===== src/design/aic_pkg.sv =====
// Types and codes shared by the accumulator calculator modules.
`default_nettype none
package aic_pkg;

    localparam int OP_WIDTH  = 4;
    localparam int ERR_WIDTH = 3;

    localparam logic [OP_WIDTH-1:0] OP_ADD   = 4'd0;
    localparam logic [OP_WIDTH-1:0] OP_SUB   = 4'd1;
    localparam logic [OP_WIDTH-1:0] OP_MUL   = 4'd2;
    localparam logic [OP_WIDTH-1:0] OP_DIV   = 4'd3;
    localparam logic [OP_WIDTH-1:0] OP_SQR   = 4'd4;
    localparam logic [OP_WIDTH-1:0] OP_POW   = 4'd5;
    localparam logic [OP_WIDTH-1:0] OP_ROOT  = 4'd6;
    localparam logic [OP_WIDTH-1:0] OP_FACT  = 4'd7;
    localparam logic [OP_WIDTH-1:0] OP_CLEAR = 4'd8;

    localparam logic [ERR_WIDTH-1:0] ERR_OK         = 3'd0;
    localparam logic [ERR_WIDTH-1:0] ERR_DIV0       = 3'd1;
    localparam logic [ERR_WIDTH-1:0] ERR_NEGFACT    = 3'd2;
    localparam logic [ERR_WIDTH-1:0] ERR_NEGROOT    = 3'd3;
    localparam logic [ERR_WIDTH-1:0] ERR_ZERONEGPOW = 3'd4;
    localparam logic [ERR_WIDTH-1:0] ERR_BADOP      = 3'd5;

    typedef enum logic [2:0] {
        S_IDLE, S_DISPATCH, S_RUN, S_PCHK, S_PM1, S_PM2, S_COMMIT, S_OUT
    } t_state;

    // how a decoded request is carried out
    typedef enum logic [2:0] {
        K_SIMPLE, K_MUL, K_DIV, K_ROOT, K_FACT, K_POW
    } t_kind;

    typedef enum logic [1:0] {U_MUL, U_DIV, U_ROOT, U_FACT} t_unit;

    // multiplier operand/destination select
    typedef enum logic [1:0] {MS_XY, MS_RB, MS_BB} t_msel;

    typedef struct packed {
        logic  load;
        logic  start;
        t_unit unit;
        t_msel msel;
        logic  step;
        logic  store;
        logic  commit;
    } t_dp_cmd;

    typedef struct packed {
        t_kind kind;
        logic  iter_done;
        logic  e_zero;
        logic  e_lsb;
    } t_dp_sts;

endpackage
`default_nettype wire


===== src/design/aic_ctrl.sv =====
// Sequencing state machine for the accumulator calculator.
`default_nettype none
module aic_ctrl
    import aic_pkg::*;
(
    input  wire logic    i_clk,
    input  wire logic    i_rst_n,
    input  wire logic    i_valid,
    output logic         o_ready,
    output logic         o_valid,
    input  wire logic    i_ready,
    input  wire t_dp_sts i_sts,
    output t_dp_cmd      o_cmd
);

    t_state r_state, n_state;

    always_ff @(posedge i_clk) begin
        if (!i_rst_n) begin
            r_state <= S_IDLE;
        end else begin
            r_state <= n_state;
        end
    end

    always_comb begin
        n_state = r_state;
        o_cmd   = '0;
        o_ready = 1'b0;
        o_valid = 1'b0;
        case (r_state)
            S_IDLE: begin
                o_ready = 1'b1;
                if (i_valid) begin
                    o_cmd.load = 1'b1;
                    n_state    = S_DISPATCH;
                end
            end
            S_DISPATCH: begin
                case (i_sts.kind)
                    K_MUL: begin
                        o_cmd.start = 1'b1;
                        o_cmd.unit  = U_MUL;
                        o_cmd.msel  = MS_XY;
                        n_state     = S_RUN;
                    end
                    K_DIV: begin
                        o_cmd.start = 1'b1;
                        o_cmd.unit  = U_DIV;
                        n_state     = S_RUN;
                    end
                    K_ROOT: begin
                        o_cmd.start = 1'b1;
                        o_cmd.unit  = U_ROOT;
                        n_state     = S_RUN;
                    end
                    K_FACT: begin
                        o_cmd.start = 1'b1;
                        o_cmd.unit  = U_FACT;
                        n_state     = S_RUN;
                    end
                    K_POW:   n_state = S_PCHK;
                    default: n_state = S_COMMIT;
                endcase
            end
            S_RUN: begin
                if (i_sts.iter_done) begin
                    o_cmd.store = 1'b1;
                    n_state     = S_COMMIT;
                end else begin
                    o_cmd.step = 1'b1;
                end
            end
            // square-and-multiply, one exponent bit per pass
            S_PCHK: begin
                if (i_sts.e_zero) begin
                    n_state = S_COMMIT;
                end else begin
                    o_cmd.start = 1'b1;
                    o_cmd.unit  = U_MUL;
                    if (i_sts.e_lsb) begin
                        o_cmd.msel = MS_RB;
                        n_state    = S_PM1;
                    end else begin
                        o_cmd.msel = MS_BB;
                        n_state    = S_PM2;
                    end
                end
            end
            S_PM1: begin
                if (i_sts.iter_done) begin
                    o_cmd.store = 1'b1;
                    o_cmd.start = 1'b1;
                    o_cmd.unit  = U_MUL;
                    o_cmd.msel  = MS_BB;
                    n_state     = S_PM2;
                end else begin
                    o_cmd.step = 1'b1;
                end
            end
            S_PM2: begin
                if (i_sts.iter_done) begin
                    o_cmd.store = 1'b1;
                    n_state     = S_PCHK;
                end else begin
                    o_cmd.step = 1'b1;
                end
            end
            S_COMMIT: begin
                o_cmd.commit = 1'b1;
                n_state      = S_OUT;
            end
            S_OUT: begin
                o_valid = 1'b1;
                if (i_ready) begin
                    n_state = S_IDLE;
                end
            end
            default: n_state = S_IDLE;
        endcase
    end

endmodule
`default_nettype wire


===== src/design/aic_dp.sv =====
// Datapath: accumulator, request decode and the shared iterative unit.
`default_nettype none
module aic_dp
    import aic_pkg::*;
#(
    parameter int DATA_WIDTH = 32
) (
    input  wire logic                         i_clk,
    input  wire logic                         i_rst_n,
    input  wire logic        [OP_WIDTH-1:0]   i_operation,
    input  wire logic signed [DATA_WIDTH-1:0] i_operand_a,
    input  wire logic signed [DATA_WIDTH-1:0] i_operand_b,
    input  wire t_dp_cmd                      i_cmd,
    output t_dp_sts                           o_sts,
    output logic signed      [DATA_WIDTH-1:0] o_result_value,
    output logic             [ERR_WIDTH-1:0]  o_error_code
);

    localparam int W  = DATA_WIDTH;
    localparam int RW = 2 * ((W + 1) / 2);
    localparam int CW = $clog2(2 * W + 1);
    localparam logic [CW-1:0] MUL_STEPS  = CW'(W);
    localparam logic [CW-1:0] ROOT_STEPS = CW'(RW / 2);
    localparam logic [CW-1:0] FACT_FIRST = CW'(2);
    localparam logic [W-1:0]  ONE        = W'(1);
    localparam logic [W-1:0]  FACT_LIMIT = W'(2 * W);
    localparam logic [W-1:0]  ROOT_BIT   = ONE << (RW - 2);

    logic [W-1:0]         r_acc;
    logic                 r_chain;
    logic [OP_WIDTH-1:0]  r_op;
    t_kind                r_kind;
    logic [ERR_WIDTH-1:0] r_err;
    logic [W-1:0]         r_res;
    logic [W-1:0]         r_x;    // left operand, base during power
    logic [W-1:0]         r_y;    // right operand, exponent during power
    t_unit                r_unit;
    t_msel                r_msel;
    logic                 r_neg;
    logic [CW-1:0]        r_cnt;
    logic [W-1:0]         r_ta, r_tb, r_tc;
    logic [W-1:0]         r_out_val;
    logic [ERR_WIDTH-1:0] r_out_err;

    logic [W-1:0]         x_in, y_in;
    t_kind                n_kind;
    logic [ERR_WIDTH-1:0] n_err;
    logic [W-1:0]         n_res, n_y;
    logic [W-1:0]         mul_a, mul_b, mag_x, mag_y;
    logic [W:0]           rem_sh, trial, rsum;
    logic [W+CW-1:0]      fact_prod;

    assign x_in = r_chain ? r_acc : i_operand_a;
    assign y_in = i_operand_b;

    // decode: simple results come out here, iterative ones pick a kind
    always_comb begin
        n_kind = K_SIMPLE;
        n_err  = ERR_OK;
        n_res  = '0;
        n_y    = y_in;
        case (i_operation)
            OP_ADD: n_res = x_in + y_in;
            OP_SUB: n_res = x_in - y_in;
            OP_MUL: n_kind = K_MUL;
            OP_DIV: begin
                if (y_in == '0) n_err = ERR_DIV0;
                else            n_kind = K_DIV;
            end
            OP_SQR: begin
                n_kind = K_MUL;
                n_y    = x_in;
            end
            OP_POW: begin
                if (y_in[W-1]) begin
                    if (x_in == '0)      n_err = ERR_ZERONEGPOW;
                    else if (x_in == ONE) n_res = ONE;
                    else if (x_in == '1) n_res = y_in[0] ? '1 : ONE;
                    else                 n_res = '0;
                end else begin
                    n_kind = K_POW;
                    n_res  = ONE;
                end
            end
            OP_ROOT: begin
                if (x_in[W-1]) n_err = ERR_NEGROOT;
                else           n_kind = K_ROOT;
            end
            OP_FACT: begin
                if (x_in[W-1])              n_err = ERR_NEGFACT;
                else if (x_in >= FACT_LIMIT) n_res = '0;
                else                        n_kind = K_FACT;
            end
            OP_CLEAR: n_res = '0;
            default:  n_err = ERR_BADOP;
        endcase
    end

    always_comb begin
        case (i_cmd.msel)
            MS_RB: begin
                mul_a = r_res;
                mul_b = r_x;
            end
            MS_BB: begin
                mul_a = r_x;
                mul_b = r_x;
            end
            default: begin
                mul_a = r_x;
                mul_b = r_y;
            end
        endcase
    end

    assign mag_x     = r_x[W-1] ? (~r_x + ONE) : r_x;
    assign mag_y     = r_y[W-1] ? (~r_y + ONE) : r_y;
    assign rem_sh    = {r_tc, r_ta[W-1]};
    assign trial     = rem_sh - {1'b0, r_tb};
    assign rsum      = {1'b0, r_tc} + {1'b0, r_tb};
    assign fact_prod = r_res * r_cnt;

    always_ff @(posedge i_clk) begin
        if (!i_rst_n) begin
            r_acc   <= '0;
            r_chain <= 1'b0;
        end else begin
            if (i_cmd.load) begin
                r_op   <= i_operation;
                r_kind <= n_kind;
                r_err  <= n_err;
                r_res  <= n_res;
                r_x    <= x_in;
                r_y    <= n_y;
            end
            if (i_cmd.start) begin
                r_unit <= i_cmd.unit;
                r_msel <= i_cmd.msel;
                case (i_cmd.unit)
                    U_MUL: begin
                        r_ta  <= mul_a;
                        r_tb  <= mul_b;
                        r_tc  <= '0;
                        r_cnt <= MUL_STEPS;
                    end
                    U_DIV: begin
                        r_ta  <= mag_x;
                        r_tb  <= mag_y;
                        r_tc  <= '0;
                        r_cnt <= MUL_STEPS;
                        r_neg <= r_x[W-1] ^ r_y[W-1];
                    end
                    U_ROOT: begin
                        r_ta  <= r_x;
                        r_tb  <= ROOT_BIT;
                        r_tc  <= '0;
                        r_cnt <= ROOT_STEPS;
                    end
                    default: begin
                        r_res <= ONE;
                        r_cnt <= FACT_FIRST;
                    end
                endcase
            end
            if (i_cmd.step) begin
                case (r_unit)
                    U_MUL: begin
                        if (r_tb[0]) r_tc <= r_tc + r_ta;
                        r_ta  <= r_ta << 1;
                        r_tb  <= r_tb >> 1;
                        r_cnt <= r_cnt - 1'b1;
                    end
                    // restoring division, quotient bits shift into r_ta
                    U_DIV: begin
                        if (!trial[W]) begin
                            r_tc <= trial[W-1:0];
                            r_ta <= {r_ta[W-2:0], 1'b1};
                        end else begin
                            r_tc <= rem_sh[W-1:0];
                            r_ta <= {r_ta[W-2:0], 1'b0};
                        end
                        r_cnt <= r_cnt - 1'b1;
                    end
                    // digit-by-digit root: r_ta remainder, r_tb bit, r_tc root
                    U_ROOT: begin
                        if ({1'b0, r_ta} >= rsum) begin
                            r_ta <= r_ta - rsum[W-1:0];
                            r_tc <= (r_tc >> 1) + r_tb;
                        end else begin
                            r_tc <= r_tc >> 1;
                        end
                        r_tb  <= r_tb >> 2;
                        r_cnt <= r_cnt - 1'b1;
                    end
                    default: begin
                        r_res <= fact_prod[W-1:0];
                        r_cnt <= r_cnt + 1'b1;
                    end
                endcase
            end
            if (i_cmd.store) begin
                case (r_unit)
                    U_MUL: begin
                        if (r_msel == MS_BB) begin
                            r_x <= r_tc;
                            r_y <= r_y >> 1;
                        end else begin
                            r_res <= r_tc;
                        end
                    end
                    U_DIV:   r_res <= r_neg ? (~r_ta + ONE) : r_ta;
                    U_ROOT:  r_res <= r_tc;
                    default: ;
                endcase
            end
            if (i_cmd.commit) begin
                r_out_err <= r_err;
                if (r_op == OP_CLEAR) begin
                    r_acc     <= '0;
                    r_chain   <= 1'b0;
                    r_out_val <= '0;
                end else if (r_err == ERR_OK) begin
                    r_acc     <= r_res;
                    r_chain   <= 1'b1;
                    r_out_val <= r_res;
                end else begin
                    r_out_val <= r_acc;
                end
            end
        end
    end

    always_comb begin
        o_sts.kind      = r_kind;
        o_sts.iter_done = (r_unit == U_FACT) ? (r_cnt > r_x[CW-1:0]) : (r_cnt == '0);
        o_sts.e_zero    = (r_y == '0);
        o_sts.e_lsb     = r_y[0];
    end

    assign o_result_value = r_out_val;
    assign o_error_code   = r_out_err;

endmodule
`default_nettype wire


===== src/design/accumulator_integer_calculator.sv =====
// Top level of the accumulator integer calculator.
// One request at a time: o_ready is high only while the block is idle, and the
// result then stays on o_valid until taken. Add, subtract, clear, errors and the
// closed-form power cases are worked out in decode; multiply and square take one
// bit per cycle through the shift-add multiplier, divide one quotient bit per
// cycle (restoring divider), root one root bit per cycle, and factorial one
// small multiply per cycle. Power runs the shift-add multiplier once or twice
// per exponent bit.
`default_nettype none
module accumulator_integer_calculator
    import aic_pkg::*;
#(
    parameter int DATA_WIDTH = 32
) (
    input  wire logic                         i_clk,
    input  wire logic                         i_rst_n,
    input  wire logic                         i_valid,
    output logic                              o_ready,
    input  wire logic        [OP_WIDTH-1:0]   i_operation,
    input  wire logic signed [DATA_WIDTH-1:0] i_operand_a,
    input  wire logic signed [DATA_WIDTH-1:0] i_operand_b,
    output logic                              o_valid,
    input  wire logic                         i_ready,
    output logic signed      [DATA_WIDTH-1:0] o_result_value,
    output logic             [ERR_WIDTH-1:0]  o_error_code
);

    t_dp_cmd cmd;
    t_dp_sts sts;

    aic_ctrl u_ctrl (
        .i_clk   (i_clk),
        .i_rst_n (i_rst_n),
        .i_valid (i_valid),
        .o_ready (o_ready),
        .o_valid (o_valid),
        .i_ready (i_ready),
        .i_sts   (sts),
        .o_cmd   (cmd)
    );

    aic_dp #(
        .DATA_WIDTH (DATA_WIDTH)
    ) u_dp (
        .i_clk          (i_clk),
        .i_rst_n        (i_rst_n),
        .i_operation    (i_operation),
        .i_operand_a    (i_operand_a),
        .i_operand_b    (i_operand_b),
        .i_cmd          (cmd),
        .o_sts          (sts),
        .o_result_value (o_result_value),
        .o_error_code   (o_error_code)
    );

endmodule
`default_nettype wire


===== config.mk =====
export PLATFORM = sky130hd
export DESIGN_NAME = accumulator_integer_calculator
export DESIGN_NICKNAME = d
export VERILOG_FILES = /design/src/design/aic_pkg.sv /design/src/design/aic_ctrl.sv /design/src/design/aic_dp.sv /design/src/design/accumulator_integer_calculator.sv
export SDC_FILE = /design/constraint.sdc
export NUM_CORES = 2
export LEC_CHECK = 0
export BUFFER_PORTS_ARGS = -buffer_cell sky130_fd_sc_hd__buf_4
export CAP_MARGIN = 25
export CELL_PAD_IN_SITES_DETAIL_PLACEMENT = 0
export CELL_PAD_IN_SITES_GLOBAL_PLACEMENT = 1
export CORE_MARGIN = 10
export CORE_UTILIZATION = 45
export DETAILED_ROUTE_END_ITERATION = 8
export GPL_ROUTABILITY_DRIVEN = 0
export PLACE_DENSITY_LB_ADDON = 0.1
export SKIP_LAST_GASP = 1
export SLEW_MARGIN = 15
export SYNTH_ARGS = -nofsm -noshare
export SYNTH_HDL_FRONTEND = slang
export SYNTH_SLANG_ARGS = --single-unit

===== constraint.sdc =====
create_clock -name i_clk -period 8.08 [get_ports i_clk]
set_input_delay 1.212 -clock i_clk [delete_from_list [all_inputs] [get_ports i_clk]]
set_output_delay 1.212 -clock i_clk [all_outputs]
set_load 0.1 [all_outputs]

Word level (Yosys, flattened, before mapping)
Index checks and enable logic that the tools add are counted.
{"block": "op_classes", "n_addsub": 12, "multipliers": 1, "n_div": 0, "order_cmp": 3, "eq_ne": 36, "n_shift": 0, "n_mux": 89, "bitwise_logic": 4, "n_reduce_logical": 26}
{"operator": "$mux W32", "n": 40}
{"operator": "$pmux W32 S3", "n": 6}
{"operator": "$add A32 B1 Y32 const B", "n": 3}
{"operator": "$logic_not A32 Y1", "n": 3}
{"operator": "$not A32 Y32", "n": 3}
{"operator": "$add A32 B32 Y32", "n": 2}
{"operator": "$pmux W32 S2", "n": 1}
{"operator": "$sub A32 B32 Y32", "n": 2}
{"operator": "$add A32 B32 Y33", "n": 1}
{"operator": "$ge A32 B33 Y1", "n": 1}
{"operator": "$mux W3", "n": 11}
{"operator": "$sub A33 B32 Y33", "n": 1}
{"operator": "$add A31 B32 Y32", "n": 1}
{"operator": "$eq A32 B1 Y1 const B", "n": 1}
{"operator": "$eq A32 B32 Y1 const B", "n": 1}
{"operator": "$ge A32 B7 Y1 const B", "n": 1}
{"operator": "$mul A32 B7 Y32", "n": 1}
{"operator": "$pmux W3 S5", "n": 2}
{"operator": "$pmux W3 S8", "n": 1}
{"operator": "$mux W7", "n": 3}
{"operator": "$eq A3 B3 Y1 const B", "n": 6}
{"operator": "$eq A4 B3 Y1 const B", "n": 4}
{"operator": "$pmux W5 S3", "n": 1}
{"operator": "$mux W1", "n": 13}
{"operator": "other kinds (29)", "n": 62}
{"block": "word_totals", "register_bits": 285, "latchBits": 0, "mem_bits_rw": 0, "mem_bits_ro": 0, "out_inout_bits": 37, "wordCells": 189, "n_memories": 0}

Logic depth before layout (Yosys ltp)
{"block": "logic_depth", "word_depth": 15, "mapped_depth": 27, "ltp_nobuf": 25}

Modules after synthesis
From an unflattened synthesis, not the netlist that was laid out.
{"block": "unflattened", "hier_cells": 4592, "hier_area_um2": 36643.9}
{"mod": "aic_dp", "n_inst": 1, "cells_per_inst": 4541, "area_each_um2": 36298.6, "seq_area_each_um2": 8137.8}
{"mod": "aic_ctrl", "n_inst": 1, "cells_per_inst": 51, "area_each_um2": 345.3, "seq_area_each_um2": 60.1}

Worst setup path before layout
Ideal clock, no wire load.
{"block": "synth_path", "path_kind": "reg-to-reg", "start": "register u_dp.r_cnt[1]", "end": "register u_dp.r_res[23], data pin", "setup_time_ns": 0.261, "arrival_ns": 5.337, "setup_slack_ns": 2.482, "path_stages_with_launch": 20, "n_path_buf": 1, "period_less_slack_ns": 5.598, "path_cell_list": "edfxtp_1 clkbuf_1 and2_1 fa_1 fa_1 fa_1 inv_1 fa_1 inv_1 ha_1 a2111oi_0 o21ai_0 a41oi_1 o21ai_0 a211oi_1 nor2b_1 o21a_1 o21ai_0 a2111oi_0 a311o_1"}
{"block": "synth_between", "elab_chain_cells": 10, "elab_cells_between_ends": 15}
{"item": "from (decl)", "line": "aic_dp.sv:40", "source": "logic [CW-1:0] r_cnt;"}
{"item": "from (signal assigned)", "line": "aic_dp.sv:171", "source": "r_cnt <= r_cnt - 1'b1;"}
{"item": "from (signal assigned)", "line": "aic_dp.sv:182", "source": "r_cnt <= r_cnt - 1'b1;"}
{"item": "from (signal assigned)", "line": "aic_dp.sv:193", "source": "r_cnt <= r_cnt - 1'b1;"}
{"item": "branches (longest 9 deep; another with $mul A32 B7 Y32)"}
{"item": "$mux W32 (*)", "line": "aic_dp.sv:201", "source": "if (i_cmd.store) begin"}
{"item": "to (signal assigned)", "line": "aic_dp.sv:208", "source": "r_res <= r_tc;"}
{"item": "to (signal assigned)", "line": "aic_dp.sv:211", "source": "U_DIV: r_res <= r_neg ? (~r_ta + ONE) : r_ta;"}
{"item": "to (signal assigned)", "line": "aic_dp.sv:212", "source": "U_ROOT: r_res <= r_tc;"}
{"item": "to (decl)", "line": "aic_dp.sv:34", "source": "logic [W-1:0] r_res;"}
Every way passes the cells marked *.
A chain may end at the register's enable or synchronous reset.

Worst setup path in the final report
{"block": "layout_path", "start": "register u_dp.r_tc[8]", "end": "register u_dp.r_ta[24], data pin"}
{"block": "layout_between", "elab_chain_cells": 5, "elab_cells_between_ends": 6}
{"item": "from (decl)", "line": "aic_dp.sv:41", "source": "logic [W-1:0] r_ta, r_tb, r_tc;"}
{"item": "from (signal assigned)", "line": "aic_dp.sv:168", "source": "if (r_tb[0]) r_tc <= r_tc + r_ta;"}
{"item": "from (signal assigned)", "line": "aic_dp.sv:176", "source": "r_tc <= trial[W-1:0];"}
{"item": "from (signal assigned)", "line": "aic_dp.sv:179", "source": "r_tc <= rem_sh[W-1:0];"}
{"item": "$add A32 B32 Y33 (*)", "line": "aic_dp.sv:120", "source": "assign rsum = {1'b0, r_tc} + {1'b0, r_tb};"}
{"item": "$sub A32 B32 Y32 or $ge A32 B33 Y1 (tied branches)", "line": "aic_dp.sv:187, aic_dp.sv:186"}
{"item": "$mux W32 (*)", "line": "aic_dp.sv:186", "source": "if ({1'b0, r_ta} >= rsum) begin"}
{"item": "$pmux W32 S3 (*)", "line": "aic_dp.sv:166", "source": "case (r_unit)"}
{"item": "$mux W32 (*)", "line": "aic_dp.sv:165", "source": "if (i_cmd.step) begin"}
{"item": "to (signal assigned)", "line": "aic_dp.sv:169", "source": "r_ta <= r_ta << 1;"}
{"item": "to (signal assigned)", "line": "aic_dp.sv:177", "source": "r_ta <= {r_ta[W-2:0], 1'b1};"}
{"item": "to (signal assigned)", "line": "aic_dp.sv:187", "source": "r_ta <= r_ta - rsum[W-1:0];"}
{"item": "to (decl)", "line": "aic_dp.sv:41"}
Every way passes the cells marked *; elsewhere a longest branch is shown, timed or not.

==> impl_metrics.json <==
{
  "core_area_um2": 78700,
  "cts_root_buf": "sky130_fd_sc_hd__clkbuf_16",
  "crit_slowest_cell": "sky130_fd_sc_hd__edfxtp_1",
  "setup_total_negative_slack_ps": 0,
  "rsz0062_at_grt": "false",
  "design.final.nets": 4875,
  "post-place-cells": 5428,
  "endpoint_of_the_worst_hold_timing_path": "u_dp.o_error_code[1]",
  "cts_tree": "yes",
  "die-height_um": 301,
  "postSynthCellCount": 4442,
  "grt_pass1_wl_um": 219000,
  "run_status": "finished, final reports clean",
  "dpl.hpwl_um": 113000,
  "finish.cell_count_without_fillers": 5501,
  "synth_top_cell_area_share": 0.210,
  "final.min_clock_period_ps": 6750,
  "first_pass_iters": 8,
  "number_of_enable_type_register_cells_in_the_synthesized_netlist": 249,
  "worst_path_dominant_cell_family": "compound AO/OA/AOI/OAI gates",
  "worst-path-max-fanout": 14,
  "layout-drive-gt1-share": 0.0706,
  "cts_post_setup_buffers_inserted": 0,
  "final_core_utilization": 0.493,
  "placementRows": 103,
  "overflow": 0,
  "report.final.hold_viol_count": 0,
  "die_area_um2": 90900,
  "io_buffers": 108,
  "timing_worst_setup_path_type": "flip-flop to flip-flop",
  "register_to_register_setup_slack_ps": 1330,
  "routed_wirelength_um": 149000,
  "cap_viol_max_count": 0,
  "synth_cell_types": 88,
  "cts_made_buffers": 39,
  "floorplan.initialDensity": 0.453,
  "worst_setup_path_start_kind": "flip-flop",
  "clk_transition_reported_paths_ps": 60,
  "ctsLongestPathBuffers": 3,
  "via_count": 35100,
  "clkLatencyLatePin_ps": 590,
  "ff_latch_area_um2": 8200,
  "timing.max_slew.rel_slack": 0.215,
  "synth-seq-cells": 285,
  "placed_area_um2": 37500,
  "synthTopCellsByArea": "sky130_fd_sc_hd__edfxtp_1, sky130_fd_sc_hd__ha_1, sky130_fd_sc_hd__fa_1",
  "worst_path_largest_cell_delay_ps": 550,
  "synth_commonest_cells": "sky130_fd_sc_hd__a21oi_1, sky130_fd_sc_hd__nand2_1, sky130_fd_sc_hd__nor2_1, sky130_fd_sc_hd__o21ai_0, sky130_fd_sc_hd__inv_1",
  "synth-async-reset-ratio": 0,
  "most_used_standard_cell_by_instance_count_after_synthesis": "sky130_fd_sc_hd__a21oi_1",
  "setup_viol": 0,
  "worstSetupEndpointType": "flip-flop",
  "cts_hold_repair.buffers": 0,
  "hold_path_class": "flip-flop to flip-flop",
  "grt_max_degree": 155,
  "first_global_vias": 33300,
  "design_area_um2": 38800,
  "route.antenna.remaining_nets": 0,
  "hold_path.startpoint": "u_dp.r_err[1]",
  "fmaxAchievable_ghz": 0.148,
  "period_share": 0.836,
  "die_width_um": 301,
  "whs_path_depth": 0,
  "critPathRequiredTime_ps": 8410,
  "num_io_pins": 109,
  "finalMaxSlewViolations": 0,
  "cp_common_cell": "sky130_fd_sc_hd__a21oi_1",
  "drc": 0,
  "post_synth_top_area_cell": "sky130_fd_sc_hd__edfxtp_1",
  "synth-warning-count": 0,
  "total_number_of_clock_tree_sinks": 285,
  "synth_area_um2": 35700,
  "postSynth.topFlopCell": "sky130_fd_sc_hd__edfxtp_1",
  "syn-mean-instance-area_um2": 8.03,
  "layout-area-overhead-vs-synth_pct": 8.95,
  "finalClockSkew_ps": 40.9,
  "portion_of_the_post_synthesis_area_used_by_sequential_elements": 0.230,
  "final.fill_count": 7819,
  "track_usage": 0.316,
  "worst_r2r_endpoint": "u_dp.r_ta[24]",
  "post_cts.resized_instances": 0,
  "critical_path_arrival_ps": 7080,
  "path_buf_inv": 2,
  "tightestPinTransition_ps": 1170,
  "via_per_inst": 6.38,
  "multiInputGateArea_um2": 25500,
  "initialDrtViolationCount": 4026,
  "initial_antenna_violation_count": 4,
  "clock_tree.htree_level_count": 2,
  "reg2reg_depth": 25,
  "timing.rr.start": "u_dp.r_tc[8]",
  "mappedNetlistNets": 4897,
  "routed_wire_length_per_instance_um": 27.0
}
==> stage by stage <==
step	worst slack (ps)	hold WS, ps
6_report	1330	491
5_1_grt	923	506
4_1_cts	1420	490
3_5_place_dp	1450	481
3_3_place_gp	1520	476
2_1_floorplan	2480	442
==> routing by layer <==
| metal | vias up | global-route usage | share of wire |
|---|---|---|---|
| met3 | 335 | 0.0499 | 0.084 |
| li1 | 16100 | - | - |
| met2 | 1690 | 0.501 | 0.45 |
| met5 | - | 0 | 0.00025 |
| met4 | 6 | 0.150 | 0.053 |
| met1 | 17000 | 0.416 | 0.41 |
==> registers in the layout, indices dropped and copies added, names as in the netlist, 4 cells and up <==
register	cells
u_dp.o_result_value	32
u_dp.r_acc	32
u_dp.r_cnt	7
u_dp.r_op	4
u_dp.r_res	32
u_dp.r_ta	32
u_dp.r_tb	32
u_dp.r_tc	32
u_dp.r_x	32
u_dp.r_y	32
==> area by class of cell <==
| cell class | count | area share |
|---|---|---|
| Multi-Input combinational cell | 3612 | 0.656 |
| Timing Repair Buffer | 190 | 0.0372 |
| Sequential cell | 285 | 0.211 |
| Clock inverter | 23 | 0.00644 |
| Clock buffer | 47 | 0.0272 |
| Tap cell | 1050 | 0.0338 |
| Antenna cell | 2 | 0.000129 |
| Inverter | 292 | 0.0282 |
==> how the worst max path moves through the flow <==
stage	startpoint	to	slack, ps	cells past startpoint
final	u_dp.r_tc[8]	u_dp.r_ta[24]	1330	25
after global routing	u_dp.r_tc[8]	u_dp.r_ta[24]	920	25
after CTS	u_dp.r_tc[8]	u_dp.r_ta[24]	1420	25
after detailed placement	u_dp.r_tc[8]	u_dp.r_ta[24]	1450	23
after global placement	u_dp.r_tc[8]	u_dp.r_ta[28]	1520	25
after floorplan	u_dp.r_cnt[1]	u_dp.r_res[23]	2480	19
==> kinds of logic (layout without fill, tap and decap cells) <==
| group | Yosys count | in the layout | synth area share |
|---|---|---|---|
| fa+ha+maj | 383 | 383 | 0.164 |
| buf+inv | 545 | 552 | 0.0585 |
| simple gates | 1366 | 1366 | 0.186 |
| xor+xnor | 268 | 268 | 0.0658 |
| flops | 285 | 285 | 0.230 |
| compound gates | 1489 | 1489 | 0.266 |
| mux | 106 | 106 | 0.0301 |
| other cells | 0 | 2 | 0 |
==> placed cells by master (no fill, tap or decap), drive strengths merged, types with 52 or more instances in the layout <==
cell type and n:
nand2b 52, nor3 77, mux2i 95, fa 139, o21ai 328, nand3 62
edfxtp 249, xor2 95, and2 172, a21o 93, inv 292, a211oi 65
a22oi 100, o211ai 60, buf 190, xnor2 173, nor2 331, nand2 414
nor2b 65, a21oi 448, ha 244
Power is left out: the tool's default activity adds up to more than one toggle a clock period on the data nets, which glitch-free logic cannot reach.
